### src/hw/rtl/tis_pkg.sv
// ----------------------------------------------------------------------------
// tis_pkg
// Shared types, widths, constants and helper functions of the inertial
// scroll core.
// ----------------------------------------------------------------------------
package tis_pkg;

  // Field and datapath widths
  localparam int DELTA_W    = 8;   // raw delta per axis
  localparam int RAW_W      = 9;   // delta after negation or coast step
  localparam int VEL_W      = 17;  // velocity, 8 fractional bits, |v| <= 32768
  localparam int VMAG_W     = 16;  // velocity magnitude
  localparam int NUM_W      = 18;  // 2*vel + raw*256
  localparam int NMAG_W     = 17;  // magnitude of the smoothing numerator
  localparam int CMAG_W     = 8;   // coast step magnitude, at most 204
  localparam int ACC_W      = 10;  // accumulator plus step, |x| <= 403
  localparam int MAG_W      = 9;   // dividend magnitude
  localparam int DIVR_W     = 8;   // speed divisor
  localparam int Q_W        = 10;  // signed quotient before saturation
  localparam int OUT_W      = 8;
  localparam int SPEED_W    = 4;
  localparam int CFG_IDX_W  = 3;
  localparam int CFG_DATA_W = 4;
  localparam int DIV_CNT_W  = $clog2(MAG_W + 1);

  // Reciprocal constants: x/3 = (x*43691) >> 17 exact for x < 2^17,
  // x/5 = (x*52429) >> 18 exact for x < 2^18
  localparam logic [15:0] RECIP3    = 16'd43691;
  localparam int          RECIP3_SH = 17;
  localparam logic [15:0] RECIP5    = 16'd52429;
  localparam int          RECIP5_SH = 18;
  localparam logic [7:0]  DECAY     = 8'd235;
  localparam logic [VMAG_W-1:0] VEL_MIN_ABS = VMAG_W'(2048);

  // Configuration register indexes
  localparam logic [CFG_IDX_W-1:0] CFG_ENABLE  = 3'd0;
  localparam logic [CFG_IDX_W-1:0] CFG_INVERT  = 3'd1;
  localparam logic [CFG_IDX_W-1:0] CFG_SPEED   = 3'd2;
  localparam logic [CFG_IDX_W-1:0] CFG_INERTIA = 3'd3;

  // Lane sequencer states
  typedef enum logic [2:0] {
    LN_IDLE,
    LN_MUL,
    LN_UPD,
    LN_DIV,
    LN_DONE
  } lane_state_e;

  // Per-frame control handed to each lane
  typedef struct packed {
    logic enable;
    logic invert;
    logic coast_en;
    logic active;
  } lane_ctrl_t;

  // Lane status seen by the top level and the merge stage
  typedef struct packed {
    logic idle;
    logic done;
  } lane_status_t;

  // Speed table: level zero reads as 100, levels above ten saturate
  function automatic logic [DIVR_W-1:0] div_for_level(input logic [SPEED_W-1:0] lvl);
    logic [DIVR_W-1:0] d;
    case (lvl)
      4'd0:    d = 8'd100;
      4'd1:    d = 8'd200;
      4'd2:    d = 8'd150;
      4'd3:    d = 8'd100;
      4'd4:    d = 8'd75;
      4'd5:    d = 8'd55;
      4'd6:    d = 8'd40;
      4'd7:    d = 8'd28;
      4'd8:    d = 8'd20;
      4'd9:    d = 8'd14;
      default: d = 8'd10;
    endcase
    return d;
  endfunction

  // Clamp a quotient to the signed output byte
  function automatic logic signed [OUT_W-1:0] sat_out(input logic signed [Q_W-1:0] q);
    logic signed [OUT_W-1:0] r;
    if (q > Q_W'(127)) begin
      r = 8'sd127;
    end else if (q < -Q_W'(128)) begin
      r = -8'sd128;
    end else begin
      r = q[OUT_W-1:0];
    end
    return r;
  endfunction

endpackage

### src/hw/rtl/trackpad_inertial_scroll_core.sv
// ----------------------------------------------------------------------------
// trackpad_inertial_scroll_core
// Scales one frame of horizontal and vertical scroll deltas per transfer,
// with velocity smoothing and inertial coasting after release. Each axis
// runs in its own lane and the results leave as one output transfer. An
// enabled frame passes through the multiply and update states and then a
// restoring divide of the accumulator by the speed divisor; a new frame is
// accepted only after both lanes have handed on their results. A disabled
// frame is answered with zeros and touches no state. The output register
// lets the next frame be accepted while a result waits. There is no
// clearing pass after reset; write configuration only while idle.
// ----------------------------------------------------------------------------
module trackpad_inertial_scroll_core
  import tis_pkg::*;
(
  input  logic                      clk_i,
  input  logic                      rst_ni,
  input  logic                      in_valid_i,
  output logic                      in_ready_o,
  input  logic signed [DELTA_W-1:0] scroll_h_i,
  input  logic signed [DELTA_W-1:0] scroll_v_i,
  output logic                      out_valid_o,
  input  logic                      out_ready_i,
  output logic signed [OUT_W-1:0]   out_h_o,
  output logic signed [OUT_W-1:0]   out_v_o,
  input  logic                      cfg_we_i,
  input  logic [CFG_IDX_W-1:0]      cfg_idx_i,
  input  logic [CFG_DATA_W-1:0]     cfg_data_i
);

  logic               enable_q;
  logic               invert_q;
  logic [SPEED_W-1:0] speed_q;
  logic               inertia_q;
  logic               clear_vel;
  logic               in_xfer;
  logic               take;
  lane_ctrl_t         ctrl;
  lane_status_t       st_h;
  lane_status_t       st_v;
  logic [DIVR_W-1:0]  divisor;
  logic signed [Q_W-1:0] q_h;
  logic signed [Q_W-1:0] q_v;

  // Configuration registers; unknown indexes are dropped
  always_ff @(posedge clk_i or negedge rst_ni) begin
    if (!rst_ni) begin
      enable_q  <= 1'b1;
      invert_q  <= 1'b1;
      speed_q   <= SPEED_W'(3);
      inertia_q <= 1'b1;
    end else if (cfg_we_i) begin
      unique case (cfg_idx_i)
        CFG_ENABLE:  enable_q  <= cfg_data_i[0];
        CFG_INVERT:  invert_q  <= cfg_data_i[0];
        CFG_SPEED:   speed_q   <= cfg_data_i[SPEED_W-1:0];
        CFG_INERTIA: inertia_q <= cfg_data_i[0];
        default: ;
      endcase
    end
  end

  // Switching inertia off drops any velocity left over
  assign clear_vel = cfg_we_i & (cfg_idx_i == CFG_INERTIA) & ~cfg_data_i[0];

  // Accept a frame only when both lanes are free
  assign in_ready_o = st_h.idle & st_v.idle;
  assign in_xfer    = in_valid_i & in_ready_o;

  assign ctrl.enable   = enable_q;
  assign ctrl.invert   = invert_q;
  assign ctrl.coast_en = inertia_q;
  assign ctrl.active   = (scroll_h_i != '0) | (scroll_v_i != '0);
  assign divisor       = div_for_level(speed_q);

  tis_lane u_lane_h (
    .clk_i       (clk_i),
    .rst_ni      (rst_ni),
    .start_i     (in_xfer),
    .ctrl_i      (ctrl),
    .delta_i     (scroll_h_i),
    .divisor_i   (divisor),
    .clear_vel_i (clear_vel),
    .take_i      (take),
    .status_o    (st_h),
    .q_o         (q_h)
  );

  tis_lane u_lane_v (
    .clk_i       (clk_i),
    .rst_ni      (rst_ni),
    .start_i     (in_xfer),
    .ctrl_i      (ctrl),
    .delta_i     (scroll_v_i),
    .divisor_i   (divisor),
    .clear_vel_i (clear_vel),
    .take_i      (take),
    .status_o    (st_v),
    .q_o         (q_v)
  );

  tis_merge u_merge (
    .clk_i       (clk_i),
    .rst_ni      (rst_ni),
    .st_h_i      (st_h),
    .st_v_i      (st_v),
    .q_h_i       (q_h),
    .q_v_i       (q_v),
    .out_ready_i (out_ready_i),
    .out_valid_o (out_valid_o),
    .out_h_o     (out_h_o),
    .out_v_o     (out_v_o),
    .take_o      (take)
  );

endmodule

### src/hw/rtl/tis_div.sv
// ----------------------------------------------------------------------------
// tis_div
// Restoring radix-2 divider of an unsigned accumulator magnitude by the
// speed divisor, one quotient bit per cycle.
// ----------------------------------------------------------------------------
module tis_div
  import tis_pkg::*;
(
  input  logic              clk_i,
  input  logic              rst_ni,
  input  logic              start_i,
  input  logic [MAG_W-1:0]  dividend_i,
  input  logic [DIVR_W-1:0] divisor_i,
  output logic              done_o,
  output logic [MAG_W-1:0]  quot_o,
  output logic [DIVR_W-1:0] rem_o
);

  logic                 busy_q, busy_d;
  logic                 done_q, done_d;
  logic [DIV_CNT_W-1:0] cnt_q, cnt_d;
  logic [MAG_W-1:0]     quo_q, quo_d;
  logic [DIVR_W-1:0]    rem_q, rem_d;
  logic [DIVR_W-1:0]    dvs_q, dvs_d;
  logic [DIVR_W:0]      trial;
  logic [DIVR_W:0]      diff;
  logic                 fits;

  // Shift the next dividend bit into the partial remainder and try a subtract
  assign trial = {rem_q, quo_q[MAG_W-1]};
  assign diff  = trial - {1'b0, dvs_q};
  assign fits  = trial >= {1'b0, dvs_q};

  always_comb begin
    busy_d = busy_q;
    done_d = 1'b0;
    cnt_d  = cnt_q;
    quo_d  = quo_q;
    rem_d  = rem_q;
    dvs_d  = dvs_q;
    if (start_i) begin
      busy_d = 1'b1;
      cnt_d  = DIV_CNT_W'(MAG_W);
      quo_d  = dividend_i;
      rem_d  = '0;
      dvs_d  = divisor_i;
    end else if (busy_q) begin
      quo_d = {quo_q[MAG_W-2:0], fits};
      rem_d = fits ? diff[DIVR_W-1:0] : trial[DIVR_W-1:0];
      cnt_d = cnt_q - 1'b1;
      if (cnt_q == DIV_CNT_W'(1)) begin
        busy_d = 1'b0;
        done_d = 1'b1;
      end
    end
  end

  // Control state
  always_ff @(posedge clk_i or negedge rst_ni) begin
    if (!rst_ni) begin
      busy_q <= 1'b0;
      done_q <= 1'b0;
      cnt_q  <= '0;
    end else begin
      busy_q <= busy_d;
      done_q <= done_d;
      cnt_q  <= cnt_d;
    end
  end

  // Datapath
  always_ff @(posedge clk_i) begin
    quo_q <= quo_d;
    rem_q <= rem_d;
    dvs_q <= dvs_d;
  end

  assign done_o = done_q;
  assign quot_o = quo_q;
  assign rem_o  = rem_q;

endmodule

### src/hw/rtl/tis_lane.sv
// ----------------------------------------------------------------------------
// tis_lane
// One scroll axis: velocity smoothing or coasting, accumulation and
// scaling by the speed divisor through its own iterative divider.
// ----------------------------------------------------------------------------
module tis_lane
  import tis_pkg::*;
(
  input  logic                      clk_i,
  input  logic                      rst_ni,
  input  logic                      start_i,
  input  lane_ctrl_t                ctrl_i,
  input  logic signed [DELTA_W-1:0] delta_i,
  input  logic [DIVR_W-1:0]         divisor_i,
  input  logic                      clear_vel_i,
  input  logic                      take_i,
  output lane_status_t              status_o,
  output logic signed [Q_W-1:0]     q_o
);

  lane_state_e state_q, state_d;

  lane_ctrl_t               ctrl_q;
  logic signed [RAW_W-1:0]  raw_in_q;
  logic [DIVR_W-1:0]        dvs_q;
  logic signed [VEL_W-1:0]  vel_q;
  logic signed [ACC_W-1:0]  acc_q;
  logic [VMAG_W-1:0]        q3_q;
  logic                     num_neg_q;
  logic [CMAG_W-1:0]        cmag_q;
  logic [VMAG_W-1:0]        dmag_q;
  logic                     vel_neg_q;
  logic                     sum_neg_q;
  logic signed [Q_W-1:0]    q_q;

  logic signed [RAW_W-1:0]  raw_in;
  logic signed [NUM_W-1:0]  num;
  logic signed [NUM_W-1:0]  num_abs;
  logic signed [VEL_W-1:0]  vel_abs;
  logic [VMAG_W-1:0]        vel_mag;
  logic [NMAG_W+15:0]       prod3;
  logic [VMAG_W-5+15:0]     prodc;
  logic [VMAG_W+7:0]        prodd;
  logic signed [RAW_W-1:0]  cstep;
  logic signed [RAW_W-1:0]  raw_sel;
  logic signed [VEL_W-1:0]  vel_upd;
  logic signed [VEL_W-1:0]  vel_smooth;
  logic signed [VEL_W-1:0]  vel_decay;
  logic signed [ACC_W-1:0]  sum;
  logic signed [ACC_W-1:0]  sum_abs;
  logic                     div_start;
  logic                     div_done;
  logic [MAG_W-1:0]         div_quot;
  logic [DIVR_W-1:0]        div_rem;
  logic signed [Q_W-1:0]    quot_s;
  logic signed [ACC_W-1:0]  rem_s;

  // Negate the incoming delta for natural scrolling when invert is set
  assign raw_in = ctrl_i.invert ? -RAW_W'(delta_i) : RAW_W'(delta_i);

  // Smoothing numerator 2*vel + raw*256 and its magnitude
  assign num     = (NUM_W'(vel_q) <<< 1) + NUM_W'($signed({raw_in_q, 8'b0}));
  assign num_abs = num[NUM_W-1] ? -num : num;
  assign prod3   = num_abs[NMAG_W-1:0] * RECIP3;

  // Velocity magnitude for the coast step (|v|/160) and the decay (|v|*235/256)
  assign vel_abs = vel_q[VEL_W-1] ? -vel_q : vel_q;
  assign vel_mag = vel_abs[VMAG_W-1:0];
  assign prodc   = vel_mag[VMAG_W-1:5] * RECIP5;
  assign prodd   = vel_mag * DECAY;

  // Pick the step and the new velocity for this frame
  assign cstep      = vel_neg_q ? -RAW_W'(cmag_q) : RAW_W'(cmag_q);
  assign vel_smooth = num_neg_q ? -VEL_W'(q3_q) : VEL_W'(q3_q);
  assign vel_decay  = (dmag_q < VEL_MIN_ABS) ? '0 :
                      (vel_neg_q ? -VEL_W'(dmag_q) : VEL_W'(dmag_q));

  always_comb begin
    if (ctrl_q.active) begin
      raw_sel = raw_in_q;
      vel_upd = vel_smooth;
    end else if (ctrl_q.coast_en) begin
      raw_sel = cstep;
      vel_upd = vel_decay;
    end else begin
      raw_sel = '0;
      vel_upd = vel_q;
    end
  end

  // Accumulate and split into sign and magnitude for the divider
  assign sum     = acc_q + ACC_W'(raw_sel);
  assign sum_abs = sum[ACC_W-1] ? -sum : sum;

  // Restore signs: truncation toward zero gives both results the dividend sign
  assign quot_s = sum_neg_q ? -Q_W'(div_quot) : Q_W'(div_quot);
  assign rem_s  = sum_neg_q ? -ACC_W'(div_rem) : ACC_W'(div_rem);

  tis_div u_div (
    .clk_i      (clk_i),
    .rst_ni     (rst_ni),
    .start_i    (div_start),
    .dividend_i (sum_abs[MAG_W-1:0]),
    .divisor_i  (dvs_q),
    .done_o     (div_done),
    .quot_o     (div_quot),
    .rem_o      (div_rem)
  );

  // Next state
  always_comb begin
    state_d = state_q;
    unique case (state_q)
      LN_IDLE: begin
        if (start_i) begin
          state_d = ctrl_i.enable ? LN_MUL : LN_DONE;
        end
      end
      LN_MUL:  state_d = LN_UPD;
      LN_UPD:  state_d = LN_DIV;
      LN_DIV: begin
        if (div_done) begin
          state_d = LN_DONE;
        end
      end
      LN_DONE: begin
        if (take_i) begin
          state_d = LN_IDLE;
        end
      end
      default: state_d = LN_IDLE;
    endcase
  end

  // Outputs
  always_comb begin
    div_start     = 1'b0;
    status_o.idle = 1'b0;
    status_o.done = 1'b0;
    unique case (state_q)
      LN_IDLE: status_o.idle = 1'b1;
      LN_UPD:  div_start     = 1'b1;
      LN_DONE: status_o.done = 1'b1;
      default: ;
    endcase
  end

  always_ff @(posedge clk_i or negedge rst_ni) begin
    if (!rst_ni) begin
      state_q <= LN_IDLE;
    end else begin
      state_q <= state_d;
    end
  end

  // Persistent axis state
  always_ff @(posedge clk_i or negedge rst_ni) begin
    if (!rst_ni) begin
      vel_q <= '0;
      acc_q <= '0;
    end else begin
      if (clear_vel_i) begin
        vel_q <= '0;
      end else if (state_q == LN_UPD) begin
        vel_q <= vel_upd;
      end
      if (state_q == LN_DIV && div_done) begin
        acc_q <= rem_s;
      end
    end
  end

  // Frame payload
  always_ff @(posedge clk_i) begin
    unique case (state_q)
      LN_IDLE: begin
        if (start_i) begin
          ctrl_q   <= ctrl_i;
          raw_in_q <= raw_in;
          dvs_q    <= divisor_i;
          q_q      <= '0;
        end
      end
      LN_MUL: begin
        q3_q      <= prod3[RECIP3_SH +: VMAG_W];
        num_neg_q <= num[NUM_W-1];
        cmag_q    <= prodc[RECIP5_SH +: CMAG_W];
        dmag_q    <= prodd[8 +: VMAG_W];
        vel_neg_q <= vel_q[VEL_W-1];
      end
      LN_UPD: sum_neg_q <= sum[ACC_W-1];
      LN_DIV: begin
        if (div_done) begin
          q_q <= quot_s;
        end
      end
      default: ;
    endcase
  end

  assign q_o = q_q;

endmodule

### src/hw/rtl/tis_merge.sv
// ----------------------------------------------------------------------------
// tis_merge
// Joins the two lane results into one saturated output transfer and holds
// it in the output register until it is taken.
// ----------------------------------------------------------------------------
module tis_merge
  import tis_pkg::*;
(
  input  logic                    clk_i,
  input  logic                    rst_ni,
  input  lane_status_t            st_h_i,
  input  lane_status_t            st_v_i,
  input  logic signed [Q_W-1:0]   q_h_i,
  input  logic signed [Q_W-1:0]   q_v_i,
  input  logic                    out_ready_i,
  output logic                    out_valid_o,
  output logic signed [OUT_W-1:0] out_h_o,
  output logic signed [OUT_W-1:0] out_v_o,
  output logic                    take_o
);

  logic                    valid_q;
  logic signed [OUT_W-1:0] out_h_q;
  logic signed [OUT_W-1:0] out_v_q;

  // Take both lanes once the output register is free or drains this cycle
  assign take_o = st_h_i.done & st_v_i.done & (~valid_q | out_ready_i);

  always_ff @(posedge clk_i or negedge rst_ni) begin
    if (!rst_ni) begin
      valid_q <= 1'b0;
    end else if (take_o) begin
      valid_q <= 1'b1;
    end else if (out_ready_i) begin
      valid_q <= 1'b0;
    end
  end

  always_ff @(posedge clk_i) begin
    if (take_o) begin
      out_h_q <= sat_out(q_h_i);
      out_v_q <= sat_out(q_v_i);
    end
  end

  assign out_valid_o = valid_q;
  assign out_h_o     = out_h_q;
  assign out_v_o     = out_v_q;

endmodule

### config.mk
export PLATFORM = sky130hd
export DESIGN_NAME = trackpad_inertial_scroll_core
export DESIGN_NICKNAME = d
export VERILOG_FILES = /design/src/hw/rtl/tis_pkg.sv /design/src/hw/rtl/trackpad_inertial_scroll_core.sv /design/src/hw/rtl/tis_div.sv /design/src/hw/rtl/tis_lane.sv /design/src/hw/rtl/tis_merge.sv
export SDC_FILE = /design/constraint.sdc
export NUM_CORES = 2
export LEC_CHECK = 0
export ABC_CLOCK_PERIOD_IN_PS = 9450
export BUFFER_PORTS_ARGS = -buffer_cell sky130_fd_sc_hd__buf_2
export CORE_ASPECT_RATIO = 1.2
export CORE_MARGIN = 10
export CORE_UTILIZATION = 40
export CTS_CLUSTER_DIAMETER = 150
export DETAILED_ROUTE_END_ITERATION = 6
export PLACE_DENSITY = 0.58
export RECOVER_POWER = 50
export SLEW_MARGIN = 30
export SYNTH_ARGS = -nofsm -noshare
export SYNTH_HDL_FRONTEND = slang
export SYNTH_HIERARCHICAL = 1
export SYNTH_SLANG_ARGS = --single-unit
### constraint.sdc
create_clock -name clk_i -period 9.45 [get_ports clk_i]
set_input_delay 0.4725 -clock clk_i [delete_from_list [all_inputs] [get_ports clk_i]]
set_output_delay 0.4725 -clock clk_i [all_outputs]
set_load 0.01 [all_outputs]
==> impl_results.md <==
- Worst setup EP type: flip-flop
- Port Buffers: 45
- Min-delay src: out_ready_i
- Routed WL: 85200 µm
- Most frequent cell after synthesis: inv_1
- CTS tree: yes
- Synth cell types: 94
- Remaining global-route overflow: 0
- Worst slack, placed: 0.299 ns
- Classification of the worst setup path: flip-flop to flip-flop
- Final Net Count: 4720
- GRT met3 Usage: 2.36%
- Core area: 0.0895 mm²
- Largest net degree at the start of global routing: 62
- Fill count: 8712
- TritonCTS Sinks: 290
- Top delay family on crit path: adder cells
- Crit path buf inv count: 5
- Tcrit/Tclk final: 94.6%
- Commonest cells in the netlist: inv_1 (696), ha_1 (566), fa_1 (342), nand2_1 (251), nor2_1 (201)
- Clk_lat worst skew: 0.58 ns
- FFs w/ async S/R, synth: 27.6%
- Starting Density: 40.4%
- Hold depth: 2
- Reg2Reg Depth: 28
- First-pass GRT wire length: 139000 µm
- Root Buffer: clkbuf_16
- Detail Route Antenna Nets: 0
- FMAX: 0.112 GHz
- Mapped Cells: 3728
- Final Max Tran Viols: 180
- TritonRoute pass-1 iters: 4
- M1 GR Usage: 21.3%
- Sequential share of the synthesized area: 22.6%
- WP data arrival: 9.33 ns
- Final setup fails: 0
- GRT met2 Usage: 29.6%
- Synth area leader: ha_1
- Number of max-cap violations: 4
- Mean Syn Cell Area: 9.70 µm²
- Num rows: 120
- Clk_skew: 0.0265 ns
- Routability cong.: 0.903
- Total number of vias: 25500
- Status: finished, violations left
- Fin Setup TNS: 0 ns
- Synth top area share: 19.6%
- Wirelength per Cell: 17.1 µm
- Area contributors post-synth: ha_1 (20%), fa_1 (19%), edfxtp_1 (16%)
- H-tree Lvls: 2
- Max incr delay on CP: 0.56 ns
- Worst-path maximum fanout: 14
- Busiest grt layer: met2
- Mapped Nets: 4664
- Reg2reg start: u_lane_h/vel_q[8]
- CTS buffer count: 38
- Total track usage: 16.8%
- Worst Path Required: 9.84 ns
- EDFF count, synth: 194
- Worst setup margin: 0.506 ns
- Vias in the first global route: 26400
- CTS max path bufs: 3
- Slowest-stage cell, CP: fa_1
- Initial antenna violation count: 1
- Cell Area, Synth: 0.0362 mm²
- Worst setup path start: u_lane_h/vel_q[8]
- Vias/cell: 5.12
- DIE AREA: 0.103 mm²
- Worst-case headroom to the max-slew limit: -150%
- Chip Height: 349 µm
- Crit Reg-Reg Endpoint: u_lane_h/q3_q[15]
- RSZ-0062 raised after global routing: false
- Reg clk slew, reported paths: 0.06 ns
- Time the worst path needs with I/O delays and setup: 8.94 ns
- HP Class: primary input to flip-flop
- Number of warnings issued by yosys: 6
- Number of synthesized register bits: 290
- Post-CTS Setup Inserts: 0
- Worst setup SP type: flip-flop
- I/O pin cnt: 46
- Ys flop type: edfxtp_1
- Detailed Route Iter0 Violations: 1322
- Worst-margin pin slew: 3.74 ns
- Layout area overhead: 8.24%
- Die width: 294 µm
- Dpl hpwl: 71300 µm
- DRC viols: 0
- Failing checks: max-capacitance violations, max-slew violations
- R2R setup slack: 0.51 ns
- Share of cells above drive strength 1: 5.32%
- Hold endpoint: u_merge/out_valid_o
- N_diodes: 0
- Hold Vio Cnt, Final: 0
[cells by family (layout without fill, tap and decap cells)]
kind of cell             count (synthesis)  after routing  synth area share (%)
adder cells (fa/ha/maj)                908            908                  38.5
buffers and inverters                  771            857                  8.16
AND/OR/NAND/NOR                        798            798                  10.7
AO/OA/AOI/OAI                          605            605                  11.1
multiplexers                            45             45                  1.38
flip-flops                             290            290                  22.6
XOR/XNOR                               311            311                  7.53
[per-layer routing]
layer	routed length (µm)	vias up
li1	-	12600
met5	10	-
met3	3270	111
met4	2070	2
met2	42300	384
met1	37500	12400
[layout by cell type (no fill, tap or decap), types with 20 or more instances in the layout]
master       n
nand2_1    251
clkbuf_16   40
fa_1       342
a21o_1      47
or3_1       27
nand3_1     29
xor2_1     121
nor3_1      69
nor2_1     199
o21a_1      20
dfrtp_1     75
inv_1      696
ha_1       566
clkbuf_1    36
nand2b_1    45
buf_4       38
nor2b_1     32
buf_2       25
xnor2_1    189
a221oi_1    31
and2_1      20
edfxtp_1   194
a211oi_1    31
mux2_2      23
o21ai_0    170
o31ai_1     41
a21oi_1    114
[how the worst max path moves through the flow]
stage	end	slack, ns	depth (start not counted)
4_1_cts	u_lane_h/q3_q[15]	0.26	28
6_report	u_lane_h/q3_q[15]	0.51	28
5_1_grt	u_lane_h/q3_q[15]	0.09	28
3_5_place_dp	u_lane_h/q3_q[15]	0.30	28
3_3_place_gp	u_lane_h/q3_q[15]	0.43	28
2_1_floorplan	u_lane_v/q3_q[12]	1.56	32
[per-stage QoR]
stage	hold slack (ns)	instance area, µm²	util [%]	cells
after detailed placement	0.399	37900	42.3	4902
after global placement	0.397	37900	42.3	4902
after CTS	0.0748	39200	43.8	4973
after floorplan	0.177	36200	-	3728
final	0.103	39100	43.7	4973
after global routing	0.0953	39100	43.7	4973
[cell type report]
cell class	count	area [µm²]	area share [%]
multi-input combinational	2667	25100	64.1
sequential	290	8150	20.8
inverter	696	2610	6.68
tap	1159	1450	3.71
clock buffer	56	1130	2.89
timing repair buffer	91	522	1.33
clock inverter	14	198	0.505
[registers in the layout, summed over array words and instances, names as in the netlist, 9 cells and up]
register,cells
u_lane_v/q3_q,16
u_lane_v/raw_in_q,9
u_lane_h/raw_in_q,9
u_lane_v/vel_q,17
u_lane_h/q_o,10
u_lane_h/dmag_q,16
u_lane_v/acc_q,10
u_lane_h/u_div/quot_o,9
u_lane_h/vel_q,17
u_lane_h/acc_q,10
u_lane_h/q3_q,16
u_lane_v/u_div/quot_o,9
u_lane_v/q_o,10
u_lane_v/dmag_q,16
[repair_timing]
action | in CTS | in global routing
hold buffers | 1 | 0
endpoints found under the setup margin | 0 | 4
endpoints found under the hold margin | 17 | 0
resized for setup | 0 | 2
Power is left out: the tool's default activity adds up to more than one toggle a clock period on the data nets, which glitch-free logic cannot reach.
